===== src/hdl/tpik_pkg.sv =====
// ----------------------------------------------------------------------------
// tpik_pkg
// Types, codes and constants of the tilt platform inverse kinematics block.
// ----------------------------------------------------------------------------
package tpik_pkg;

  localparam int CFG_W   = 20;
  localparam int IDX_W   = 3;
  localparam int ANG_W   = 15;
  localparam int SEL_W   = 2;
  localparam int OANG_W  = 14;
  localparam int STAT_W  = 2;
  localparam int QUEUE_DEPTH = 2;

  // register indexes
  localparam logic [IDX_W-1:0] REG_HEIGHT = 3'd0;
  localparam logic [IDX_W-1:0] REG_RADIUS = 3'd1;
  localparam logic [IDX_W-1:0] REG_OFFSET = 3'd2;
  localparam logic [IDX_W-1:0] REG_CRANK  = 3'd3;
  localparam logic [IDX_W-1:0] REG_ROD    = 3'd4;

  localparam logic [CFG_W-1:0] RST_HEIGHT = 20'd81000;
  localparam logic [CFG_W-1:0] RST_RADIUS = 20'd45000;
  localparam logic [CFG_W-1:0] RST_OFFSET = 20'd49220;
  localparam logic [CFG_W-1:0] RST_CRANK  = 20'd60550;
  localparam logic [CFG_W-1:0] RST_ROD    = 20'd51260;

  // fold limits, hundredths of a degree
  localparam logic signed [ANG_W:0] ANG_POS_LIM  = 16'sd9000;
  localparam logic signed [ANG_W:0] ANG_NEG_LIM  = -16'sd9000;
  localparam logic signed [ANG_W:0] ANG_HALF_TURN = 16'sd18000;
  localparam logic [16:0] OANG_MAX = 17'd9000;

  // Q30 constants
  localparam logic signed [31:0] Q30_ONE        = 32'sd1073741824;
  localparam logic signed [31:0] Q30_HALF       = 32'sd536870912;
  localparam logic signed [31:0] Q30_SQRT3_HALF = 32'sd929887697;
  localparam logic signed [33:0] CORDIC_INV_GAIN = 34'sd652032874;

  localparam logic [SEL_W-1:0] SEL_PLUS  = 2'd1;
  localparam logic [SEL_W-1:0] SEL_MINUS = 2'd2;

  typedef enum logic [STAT_W-1:0] {
    STAT_OK    = 2'd0,
    STAT_NOSOL = 2'd1,
    STAT_ZERO  = 2'd2
  } status_t;

  typedef enum logic [1:0] {
    MOT_ZERO,
    MOT_PLUS,
    MOT_MINUS
  } motor_t;

  typedef struct packed {
    logic [CFG_W-1:0] height;
    logic [CFG_W-1:0] radius;
    logic [CFG_W-1:0] offset;
    logic [CFG_W-1:0] crank;
    logic [CFG_W-1:0] rod;
  } cfg_t;

  // one classified item in the queue
  typedef struct packed {
    logic signed [ANG_W-1:0] roll;
    logic                    roll_neg;
    logic signed [ANG_W-1:0] pitch;
    logic                    pitch_neg;
    motor_t                  motor;
  } item_t;

  typedef struct packed {
    logic push;
    logic full;
  } qctl_t;

  typedef enum logic [4:0] {
    BK_IDLE,
    BK_TRIG,
    BK_MUL2,
    BK_MUL3,
    BK_CHK,
    BK_SQ,
    BK_NUM,
    BK_SQRT1,
    BK_BND,
    BK_CMP,
    BK_DIV,
    BK_TSQ,
    BK_ROOT2,
    BK_SQRT2,
    BK_MUL4,
    BK_SUM,
    BK_NORM,
    BK_VEC,
    BK_FIN,
    BK_OUT
  } back_state_t;

  // atan(2^-i), hundredths of a degree, Q8
  function automatic logic [20:0] atan_entry(input logic [4:0] idx);
    logic [20:0] v;
    unique case (idx)
      5'd0:  v = 21'd1152000;
      5'd1:  v = 21'd680065;
      5'd2:  v = 21'd359328;
      5'd3:  v = 21'd182400;
      5'd4:  v = 21'd91554;
      5'd5:  v = 21'd45822;
      5'd6:  v = 21'd22916;
      5'd7:  v = 21'd11459;
      5'd8:  v = 21'd5730;
      5'd9:  v = 21'd2865;
      5'd10: v = 21'd1432;
      5'd11: v = 21'd716;
      5'd12: v = 21'd358;
      5'd13: v = 21'd179;
      5'd14: v = 21'd90;
      5'd15: v = 21'd45;
      5'd16: v = 21'd22;
      5'd17: v = 21'd11;
      5'd18: v = 21'd6;
      5'd19: v = 21'd3;
      5'd20: v = 21'd1;
      5'd21: v = 21'd1;
      default: v = 21'd0;
    endcase
    return v;
  endfunction

endpackage


===== src/hdl/tpik_if.sv =====
// ----------------------------------------------------------------------------
// tpik_if
// Valid/ready channels: joint angle request in, motor angle result out.
// ----------------------------------------------------------------------------
interface tpik_in_if;
  logic                                  valid;
  logic                                  ready;
  logic signed [tpik_pkg::ANG_W-1:0]     roll_angle;
  logic signed [tpik_pkg::ANG_W-1:0]     pitch_angle;
  logic        [tpik_pkg::SEL_W-1:0]     motor_select;

  modport source(output valid, roll_angle, pitch_angle, motor_select, input ready);
  modport sink(input valid, roll_angle, pitch_angle, motor_select, output ready);
endinterface



===== src/hdl/tpik_front.sv =====
// ----------------------------------------------------------------------------
// tpik_front
// Accepts requests, folds angles into +-90 degrees and decodes the motor.
// ----------------------------------------------------------------------------
module tpik_front (
  tpik_in_if.sink            in_ch,
  input  logic               q_full,
  output logic               q_push,
  output tpik_pkg::item_t    q_item
);

  logic signed [tpik_pkg::ANG_W:0] roll_x, pitch_x, roll_f, pitch_f;
  logic roll_neg, pitch_neg;

  assign in_ch.ready = !q_full;
  assign q_push      = in_ch.valid && !q_full;

  always_comb begin
    roll_x  = {in_ch.roll_angle[tpik_pkg::ANG_W-1], in_ch.roll_angle};
    pitch_x = {in_ch.pitch_angle[tpik_pkg::ANG_W-1], in_ch.pitch_angle};
    roll_neg  = 1'b1;
    pitch_neg = 1'b1;
    // beyond ninety: mirror the angle, cosine changes sign
    priority if (roll_x > tpik_pkg::ANG_POS_LIM) begin
      roll_f = tpik_pkg::ANG_HALF_TURN - roll_x;
    end else if (roll_x < tpik_pkg::ANG_NEG_LIM) begin
      roll_f = -tpik_pkg::ANG_HALF_TURN - roll_x;
    end else begin
      roll_f   = roll_x;
      roll_neg = 1'b0;
    end
    priority if (pitch_x > tpik_pkg::ANG_POS_LIM) begin
      pitch_f = tpik_pkg::ANG_HALF_TURN - pitch_x;
    end else if (pitch_x < tpik_pkg::ANG_NEG_LIM) begin
      pitch_f = -tpik_pkg::ANG_HALF_TURN - pitch_x;
    end else begin
      pitch_f   = pitch_x;
      pitch_neg = 1'b0;
    end
    q_item.roll      = roll_f[tpik_pkg::ANG_W-1:0];
    q_item.roll_neg  = roll_neg;
    q_item.pitch     = pitch_f[tpik_pkg::ANG_W-1:0];
    q_item.pitch_neg = pitch_neg;
    priority if (in_ch.motor_select == tpik_pkg::SEL_PLUS) begin
      q_item.motor = tpik_pkg::MOT_PLUS;
    end else if (in_ch.motor_select == tpik_pkg::SEL_MINUS) begin
      q_item.motor = tpik_pkg::MOT_MINUS;
    end else begin
      q_item.motor = tpik_pkg::MOT_ZERO;
    end
  end

endmodule


===== src/flat_wrapper.sv =====
// flat-port wrapper written by rule: the top's interface ports become plain ports
module tpik_front_flat 
  (q_full, q_push, q_item, in_ch_valid, in_ch_roll_angle, in_ch_pitch_angle, in_ch_motor_select, in_ch_ready);
  tpik_in_if in_ch_i ();
  input  logic q_full;
  output logic q_push;
  output tpik_pkg::item_t q_item;
  input wire logic [$bits(in_ch_i.valid)-1:0] in_ch_valid;
  input wire logic [$bits(in_ch_i.roll_angle)-1:0] in_ch_roll_angle;
  input wire logic [$bits(in_ch_i.pitch_angle)-1:0] in_ch_pitch_angle;
  input wire logic [$bits(in_ch_i.motor_select)-1:0] in_ch_motor_select;
  output wire logic [$bits(in_ch_i.ready)-1:0] in_ch_ready;
  assign in_ch_i.valid = in_ch_valid;
  assign in_ch_i.roll_angle = in_ch_roll_angle;
  assign in_ch_i.pitch_angle = in_ch_pitch_angle;
  assign in_ch_i.motor_select = in_ch_motor_select;
  assign in_ch_ready = in_ch_i.ready;
  tpik_front u_core (.in_ch(in_ch_i), .q_full(q_full), .q_push(q_push), .q_item(q_item));
endmodule

===== config.mk =====
export PLATFORM = sky130hd
export DESIGN_NAME = tpik_front_flat
export DESIGN_NICKNAME = d
export VERILOG_FILES = /design/src/hdl/tpik_pkg.sv /design/src/hdl/tpik_if.sv /design/src/hdl/tpik_front.sv /design/src/flat_wrapper.sv
export SDC_FILE = /design/constraint.sdc
export NUM_CORES = 1
export LEC_CHECK = 0
export BUFFER_PORTS_ARGS = -buffer_cell sky130_fd_sc_hd__buf_4
export CORE_AREA = 2 2 64 51
export DETAILED_ROUTE_END_ITERATION = 10
export DIE_AREA = 0 0 66 53
export PLACE_DENSITY_LB_ADDON = 0.12
export SLEW_MARGIN = 20
export SYNTH_ARGS = -nofsm -noshare
export SYNTH_HDL_FRONTEND = slang
export SYNTH_SLANG_ARGS = --single-unit

===== constraint.sdc =====
create_clock -name vclk -period 3.6
set_input_delay 0.9 -clock vclk [all_inputs]
set_output_delay 0.9 -clock vclk [all_outputs]
set_load 0.01 [all_outputs]

### Word level (Yosys, flattened, before mapping)

Cells that the tools add are included.

| operators by class | value |
|---|---|
| multiply operators | 0 |
| shift-type cells | 0 |
| equality and inequality tests | 2 |
| bitwise gates (word level) | 0 |
| $lt $le $gt $ge | 4 |
| mux-type cells | 10 |
| div/mod/pow operators | 0 |
| reduce and logical (&&, ||, !) cells | 2 |
| add/sub/neg operators | 4 |

Operators by type and width:

| operator | count |
|---|---|
| $mux W15 | 4 |
| $sub A15 B15 Y15 const A | 4 |
| $gt A15 B15 Y1 const B | 2 |
| $lt A15 B15 Y1 const B | 2 |
| $mux W1 | 4 |
| $mux W2 | 2 |
| $eq A2 B1 Y1 const B | 1 |
| $eq A2 B2 Y1 const B | 1 |
| $logic_and A1 B1 Y1 | 1 |
| $logic_not A1 Y1 | 1 |

| storage, ports and cells | value |
|---|---|
| input bits | 34 |
| logic and storage cells | 22 |
| register bits | 0 |
| ROM bits | 0 |
| memory bits (writable) | 0 |
| memories | 0 |
| bits in latches | 0 |

### Longest topological paths before layout

Gate-level depths: netlist (run 1).

| logic depth | value |
|---|---|
| depth in word-level cells | 3 |
| mapped depth | 9 |
| gate-level depth less buffers | 8 |

### Worst setup path after synthesis (run 1)

Ideal clock, no wire load.

| timing | value |
|---|---|
| path type | input-to-output |
| start point | input in_ch_roll_angle[0] |
| end point | output q_item[31] (netlist name) |
| path slack | 0.316 ns |
| data arrival time | 2.384 ns |
| required time | 2.700 ns |
| buffers on the path | 1 |
| cell stages on the path | 9 |
| cell sequence | inv_1 ha_1 ha_1 nor2b_1 o2111ai_1 a31o_1 buf_2 or3_1 nand4_1 |

RTL lines:

| element | RTL line | source |
|---|---|---|
| start: declaration | flat_wrapper.sv:9 | `input wire logic [$bits(in_ch_i.roll_angle)-1:0] in_ch_roll_angle;` |
| end: declaration | flat_wrapper.sv:7 | `output tpik_pkg::item_t q_item;` |

==> results.json, run 1 <==
{
  "cp.arrival_ns": 2.62,
  "regArea_um2": 0,
  "layout_common_cells": "72 x buf_4, 13 x nand2_1, 13 x nor2_1, 13 x a21oi_1, 11 x o21ai_0",
  "holdPathEnd": "q_item[33]",
  "crit_fanout": 7,
  "design.core.area_um2": 2850,
  "row_count": 17,
  "p_leak_uw": 0.0007883,
  "startpoint_type": "primary input",
  "drcViolationCount": 0,
  "initial_core_util": 0.4605,
  "ctsHoldBuffers": 0,
  "utilization": 0.6440,
  "yosysUniqueCellTypes": 58,
  "wl_met1_mm": 1.911,
  "wl_per_cell_um": 14.03,
  "tns_ns": 0,
  "via_per_inst": 5.900,
  "status": "finished, final reports clean",
  "crit_type": "primary input to output pin",
  "dr_wl_met3_um": 443,
  "ys_seq_area_frac": 0,
  "gp_congestion": 0.8887,
  "hp-start": "in_ch_roll_angle[14]",
  "post-route-period-util": 0.9768,
  "clkbuf_count": 0,
  "p_per_area_nw_per_um2": 147.5,
  "routed.top_layer": "met3",
  "final_common_cell": "buf_4",
  "setup_viol": 0,
  "min_path_cells": 2,
  "yosysWarnings": 0,
  "design_power_total_uw": 270.7,
  "critPathCaptureType": "output pin",
  "met2_length_mm": 1.560,
  "die-area_um2": 3498,
  "slew_viol_final": 0,
  "post-dp-hpwl_mm": 3.056,
  "fin_crit_ns": 3.516,
  "path_cells": "buf_4 -> inv_1 -> ha_1 -> ha_1 -> nor2b_1 -> o2111ai_2 -> a21o_4 -> a32oi_1 -> xor2_1 -> buf_4",
  "grt-ovfl-total": 0,
  "drive_above_1_share": 0.3942,
  "slew_headroom": 0.6575,
  "hold_violations": 0,
  "clock.fmax_mhz": 284.4,
  "area_delta_synth_final_pct": 39.85,
  "path_buf_inv": 3,
  "seq_cells": 0,
  "netlist.area_leader.share": 0.06673,
  "antenna_left": 0,
  "io_pins": 70,
  "vdd_drop_max_mv": 0.07383,
  "syn_nets": 228,
  "vias": 1646,
  "crit_required_ns": 2.70,
  "max_stage_delay_ns": 0.30,
  "slowest_stage": "a21o_4",
  "syn_area_um2": 1313,
  "die_w_um": 66,
  "wl_mm": 3.915,
  "antenna_found_initial": 0,
  "hp-class": "primary input to output pin",
  "maxCapViolCount": 0,
  "die-height_um": 53,
  "drtPass1Iterations": 5,
  "drt_iter0_markers": 83,
  "grt_pass1_vias": 1290,
  "grt_max_degree": 12,
  "grt_pass1_wl_mm": 5.913,
  "synth.avg_cell_area_um2": 6.908,
  "fin_nets": 281,
  "diodes": 0,
  "syn_inst": 190,
  "grt_use_total": 0.2099,
  "synth_top_area_cell": "xor2_1",
  "crit_family": "compound AO/OA/AOI/OAI gates",
  "synthTopCellsByArea": "xor2_1 6.7%, buf_4 5.7%, xnor2_1 5.3%",
  "place.port_buffers": 70,
  "tightest_slew_ns": 0.5098
}
-- layout make-up --
type	count	area, um^2
tap	38	47.55
timing repair buffer	72	540.5
fill	276	1015
inverter	9	33.78
multi-input combinational	160	1214
-- report_power, final --
group	internal (uW)	total [uW]	switching, uW
Sequential	0	0	0
Clock	0	0	0
Combinational	130	271	141
Total	130	271	141
-- cell families (layout without fill, tap and decap cells) --
kind of cell	after synthesis	after routing	share of synthesized area
AND/OR/NAND/NOR	57	57	0.2383
buffers and inverters	31	81	0.1315
AO/OA/AOI/OAI	80	81	0.4719
XOR/XNOR	18	18	0.1201
adder cells (fa/ha/maj)	4	4	0.03813
-- synthesized netlist by cell type, types with 4 or more instances --
library cell,number
a21oi_1,13
a31oi_1,5
buf_2,8
buf_4,10
ha_1,4
inv_1,9
nand2_1,13
nand3_1,5
nor2_1,13
nor2b_1,7
o21ai_0,11
o21ai_1,10
xnor2_1,8
xor2_1,10
-- worst max-delay path by stage --
stage / slack [ns] / endpoint / depth (start not counted) / from
after floorplan: 0.32 / q_item[31] / 9 / in_ch_roll_angle[0]
after global placement: 0.05 / q_item[31] / 10 / in_ch_roll_angle[0]
after detailed placement: -0.0005 / q_item[31] / 10 / in_ch_roll_angle[0]
after CTS: 0.03 / q_item[31] / 10 / in_ch_roll_angle[0]
after global routing: -0.0005 / q_item[27] / 10 / in_ch_roll_angle[1]
final: 0.08 / q_item[6] / 10 / in_ch_pitch_angle[0]
-- metrics by stage --
stage               area (um^2)  setup WS [ns]  instances  hold slack (ns)
finish                     1836        0.08365        279            1.991
global route               1836     -0.0005003        279            2.001
CTS                        1762        0.03332        278            1.992
detailed placement         1762     -0.0004592        278            1.991
global placement           1762        0.04528        278            1.992
floorplan                  1313         0.3165        190            1.844
-- routing by layer --
layer,vias to the layer above,global-route usage
li1,819,-
met1,735,0.3447
met2,92,0.3030
met3,0,0.01064
met4,0,0.01701
met5,-,0
-- timing repair --
action	CTS	global route
gates resized for setup	1	12
setup buffers	0	0
cloned	0	1
pin swaps	0	1
setup endpoints to repair	1	8
(Power assumes the default switching activity.)
==> inputs of run 2 (changes only) <==
- CORE_AREA: 2 2 64 51 -> 2 2 63 50
- DIE_AREA: 0 0 66 53 -> 0 0 65 52
- SLEW_MARGIN: 20 -> unset
- clock period: 3.6 -> 4.2 ns (I/O delays scaled with it)
==> run 2 against run 1 <==
  * Largest cell class unchanged
  * Sequential share of layout area unchanged
  * Critical endpoint is now q_item[31]
  * Routed wire length fell by 5.5%
  * Die area shrank 3.4%
==> results.json, run 2 (synthesized netlist as in run 1, its figures left out) <==
{
  "place_area_um2": 1747,
  "routed.top_layer": "met3",
  "grt_use_total": 0.2104,
  "slew_headroom": 0.6456,
  "multi_input_area_um2": 1140,
  "area_delta_synth_final_pct": 33.08,
  "gp_congestion": 0.8328,
  "wl_mm": 3.699,
  "grt_pass1_vias": 1257,
  "grt_max_degree": 15,
  "cp.arrival_ns": 2.82,
  "final_common_cell": "buf_4",
  "die-area_um2": 3380,
  "startpoint_type": "primary input",
  "via_per_inst": 5.775,
  "drtPass1Iterations": 5,
  "antenna_found_initial": 0,
  "crit_fanout": 10,
  "ctsHoldBuffers": 0,
  "place.port_buffers": 70,
  "design.core.area_um2": 2786,
  "clkbuf_count": 0,
  "vias": 1594,
  "p_leak_uw": 0.0007607,
  "row_count": 17,
  "setup_viol": 0,
  "nFillCells": 283,
  "dp_slack_ns": 0.3432,
  "die-height_um": 52,
  "fin_nets": 278,
  "slew_viol_final": 0,
  "wl_met1_mm": 1.933,
  "clock.fmax_mhz": 258.3,
  "hp-class": "primary input to output pin",
  "p_per_area_nw_per_um2": 127.0,
  "hold_violations": 0,
  "wl_per_cell_um": 13.40,
  "fin_crit_ns": 3.872,
  "seq_cells": 0,
  "post-route-period-util": 0.9219,
  "status": "finished, final reports clean",
  "crit_type": "primary input to output pin",
  "post-dp-hpwl_mm": 2.995,
  "post_cts_resized": 0,
  "dr_wl_met3_um": 337,
  "grt_pass1_wl_mm": 5.885,
  "io_pins": 70,
  "tightest_slew_ns": 0.5317,
  "met2_length_mm": 1.427,
  "antenna_left": 0,
  "vdd_drop_max_mv": 0.06816,
  "drcViolationCount": 0,
  "drt_iter0_markers": 125,
  "worst_slack_ns": 0.3279,
  "cts_setup_buffers": 0,
  "tns_ns": 0,
  "maxCapViolCount": 0,
  "layout_common_cells": "70 x buf_4, 13 x nand2_1, 13 x nor2_1, 13 x a21oi_1, 11 x o21ai_0",
  "rsz0062_at_grt": "false",
  "initial_core_util": 0.4710,
  "final_area_um2": 1747,
  "drive_above_1_share": 0.3571,
  "crit_required_ns": 3.15,
  "die_w_um": 65,
  "diodes": 0,
  "regArea_um2": 0,
  "critPathCaptureType": "output pin",
  "grt-ovfl-total": 0
}
run 2: power by group:
part / switching [uW] / internal (uW)
clock network: 0 / 0
registers: 0 / 0
logic: 115 / 106
total: 115 / 106
run 2: final cells by class:
cell class         instances  share of cell area
well taps                 38             0.02722
inverters                  9             0.01934
multi-input cells        159              0.6526
repair buffers            70              0.3009
run 2: through the flow:
stage | util | std cells | hold WS (ns) | total power [uW]
3_3_place_gp | 0.6269 | 276 | 2.291 | 219.9
2_1_floorplan | - | 190 | 2.144 | 131.4
3_5_place_dp | 0.6269 | 276 | 2.292 | 221.0
4_1_cts | 0.6269 | 276 | 2.292 | 221.9
6_report | 0.6269 | 276 | 2.291 | 221.8
5_1_grt | 0.6269 | 276 | 2.301 | 241.7
run 2: critical path, stage by stage:
cell,delay (ns)
buf_4,0.10
inv_1,0.05
ha_1,0.23
ha_1,0.19
nor2b_1,0.11
o2111ai_1,0.13
a31o_1,0.36
or3_1,0.39
nand4_1,0.11
buf_4,0.12
run 2: routing by layer:
layer / vias up / GRT usage
li1: 809 / -
met1: 709 / 0.3479
met2: 76 / 0.3058
met3: 0 / 0.008658
met4: 0 / 0.007092
met5: - / 0
run 2: worst paths after layout:
kind / slack [ns] / start / cells past startpoint / to
setup / recovery: 0.33 / in_ch_roll_angle[0] / 10 / q_item[31]
hold / removal: 2.29 / in_ch_roll_angle[14] / 2 / q_item[33]
==> inputs of run 3 (changes only) <==
- CELL_PAD_IN_SITES_DETAIL_PLACEMENT: unset -> 0
- CELL_PAD_IN_SITES_GLOBAL_PLACEMENT: unset -> 1
- CORE_AREA: 2 2 63 50 -> 2 2 80 63
- DIE_AREA: 0 0 65 52 -> 0 0 82 65
==> run 3 against run 2 <==
  * Global-route usage down 5.9 points
  * Core utilization down 24 points
  * Maximum frequency up 0.26%
  * Non-clock buffer count up 2
  * Routed wire length up 14%
  * First-iteration DRC count down 18%
  * Die area up 58%
  * Worst setup slack better by 0.0099 ns
  * Sequential share of layout area unchanged
  * Critical endpoint unchanged
==> results.json, run 3 (synthesized netlist as in run 1, its figures left out) <==
{
  "max_stage_delay_ns": 0.36,
  "p_per_area_nw_per_um2": 127.1,
  "rsz0062_at_grt": "false",
  "row_count": 22,
  "tightest_slew_ns": 0.4662,
  "seq_power_share": 0,
  "clkbuf_count": 0,
  "setup_viol": 0,
  "dpl.cell_count": 300,
  "hold_ws_ns": 2.296,
  "antenna_found_initial": 0,
  "via_per_inst": 5.380,
  "path_cells": "buf_4 -> inv_1 -> ha_1 -> ha_1 -> nor2b_1 -> o2111ai_1 -> a31o_2 -> or3_1 -> nand4_1 -> buf_4",
  "hold_violations": 0,
  "die-area_um2": 5330,
  "fin_nets": 280,
  "pwr-share-clk": 0,
  "drt_iter0_markers": 103,
  "post-route-period-util": 0.9196,
  "nFillCells": 525,
  "internal-power_uw": 108.2,
  "post-dp-hpwl_mm": 3.413,
  "grt_max_degree": 12,
  "clock.fmax_mhz": 258.9,
  "tns_ns": 0,
  "gp_congestion": 0.7987,
  "antenna_left": 0,
  "critPathCaptureType": "output pin",
  "die-height_um": 65,
  "wl_mm": 4.228,
  "cts_setup_buffers": 0,
  "startpoint_type": "primary input",
  "fin_crit_ns": 3.862,
  "diodes": 0,
  "maxCapViolCount": 0,
  "drcViolationCount": 0,
  "wl_per_cell_um": 14.09,
  "grt_pass1_vias": 1402,
  "crit_fanout": 10,
  "vias": 1614,
  "area_delta_synth_final_pct": 36.32,
  "status": "finished, final reports clean",
  "hp-class": "primary input to output pin",
  "final_common_cell": "buf_4",
  "drive_above_1_share": 0.3667,
  "initial_core_util": 0.2838,
  "p_leak_uw": 0.0007708,
  "switchingPower_uw": 119.1,
  "die_w_um": 82,
  "slew_viol_final": 0,
  "slowest_stage": "or3_1",
  "grt_pass1_wl_mm": 6.734,
  "design.core.area_um2": 4624,
  "grt-ovfl-total": 0,
  "crit_type": "primary input to output pin",
  "grt_use_total": 0.1518,
  "finalNonFillerCells": 300,
  "io_pins": 70,
  "vdd_drop_max_mv": 0.04888,
  "regArea_um2": 0,
  "drtPass1Iterations": 5,
  "power_frac_comb": 1.000,
  "layout_common_cells": "72 x buf_4, 13 x nand2_1, 13 x nor2_1, 13 x a21oi_1, 11 x o21ai_0",
  "slew_headroom": 0.6874,
  "seq_cells": 0,
  "swShare": 0.5239,
  "crit_required_ns": 3.15,
  "cp.arrival_ns": 2.81,
  "place.port_buffers": 70
}
## run 3: cell types whose count changed in the layout (fill, tap and decap cells not counted)
cell    delta
a31o_2     +1
buf_4      +2
a31o_1     -1
## run 3: metal layers
metal | GRT usage | routed length (um) | vias to the layer above
met5 | 0 | 0 | -
met2 | 0.2246 | 1771 | 57
met3 | 0.01114 | 312 | 0
met4 | 0.002083 | 0 | 0
li1 | - | - | 813
met1 | 0.2475 | 2145 | 744
## run 3: final timing paths
kind / from / to / slack [ns] / depth (start not counted)
max: in_ch_roll_angle[0] / q_item[31] / 0.34 / 10
min: in_ch_roll_angle[14] / q_item[33] / 2.30 / 2
## run 3: area by class of cell
type / instances / area, um^2 / share of cell area
Inverter: 9 / 33.78 / 0.01888
Multi-Input combinational cell: 159 / 1140 / 0.6371
Tap cell: 60 / 75.07 / 0.04196
Timing Repair Buffer: 72 / 540.5 / 0.3021
## run 3: metrics by stage
step	worst slack, ns	total power (uW)	cell area [um^2]	util
floorplan	0.6165	131.4	1313	-
global placement	0.3018	229.6	1789	0.3869
detailed placement	0.2665	226.6	1789	0.3869
CTS	0.2474	227.4	1789	0.3869
global route	0.1276	249.4	1789	0.3869
finish	0.3378	227.4	1789	0.3869
## run 3: critical path, delay by kind of cell
kind            cells  cell delay, ns
fa+ha+maj           2            0.44
buf+inv             3            0.26
simple gates        3            0.56
compound gates      2            0.48
## run 3: power groups by stage
stage          Combinational, uW  Sequential, uW  Clock (uW)
2_1_floorplan                131               0           0
3_3_place_gp                 230               0           0
3_5_place_dp                 227               0           0
4_1_cts                      227               0           0
5_1_grt                      249               0           0
6_report                     227               0           0
## run 3: repair_timing
| item | CTS | global route |
|---|---|---|
| setup endpoints to repair | 0 | 1 |
| resized for setup | 0 | 1 |
| hold buffers | 0 | 0 |
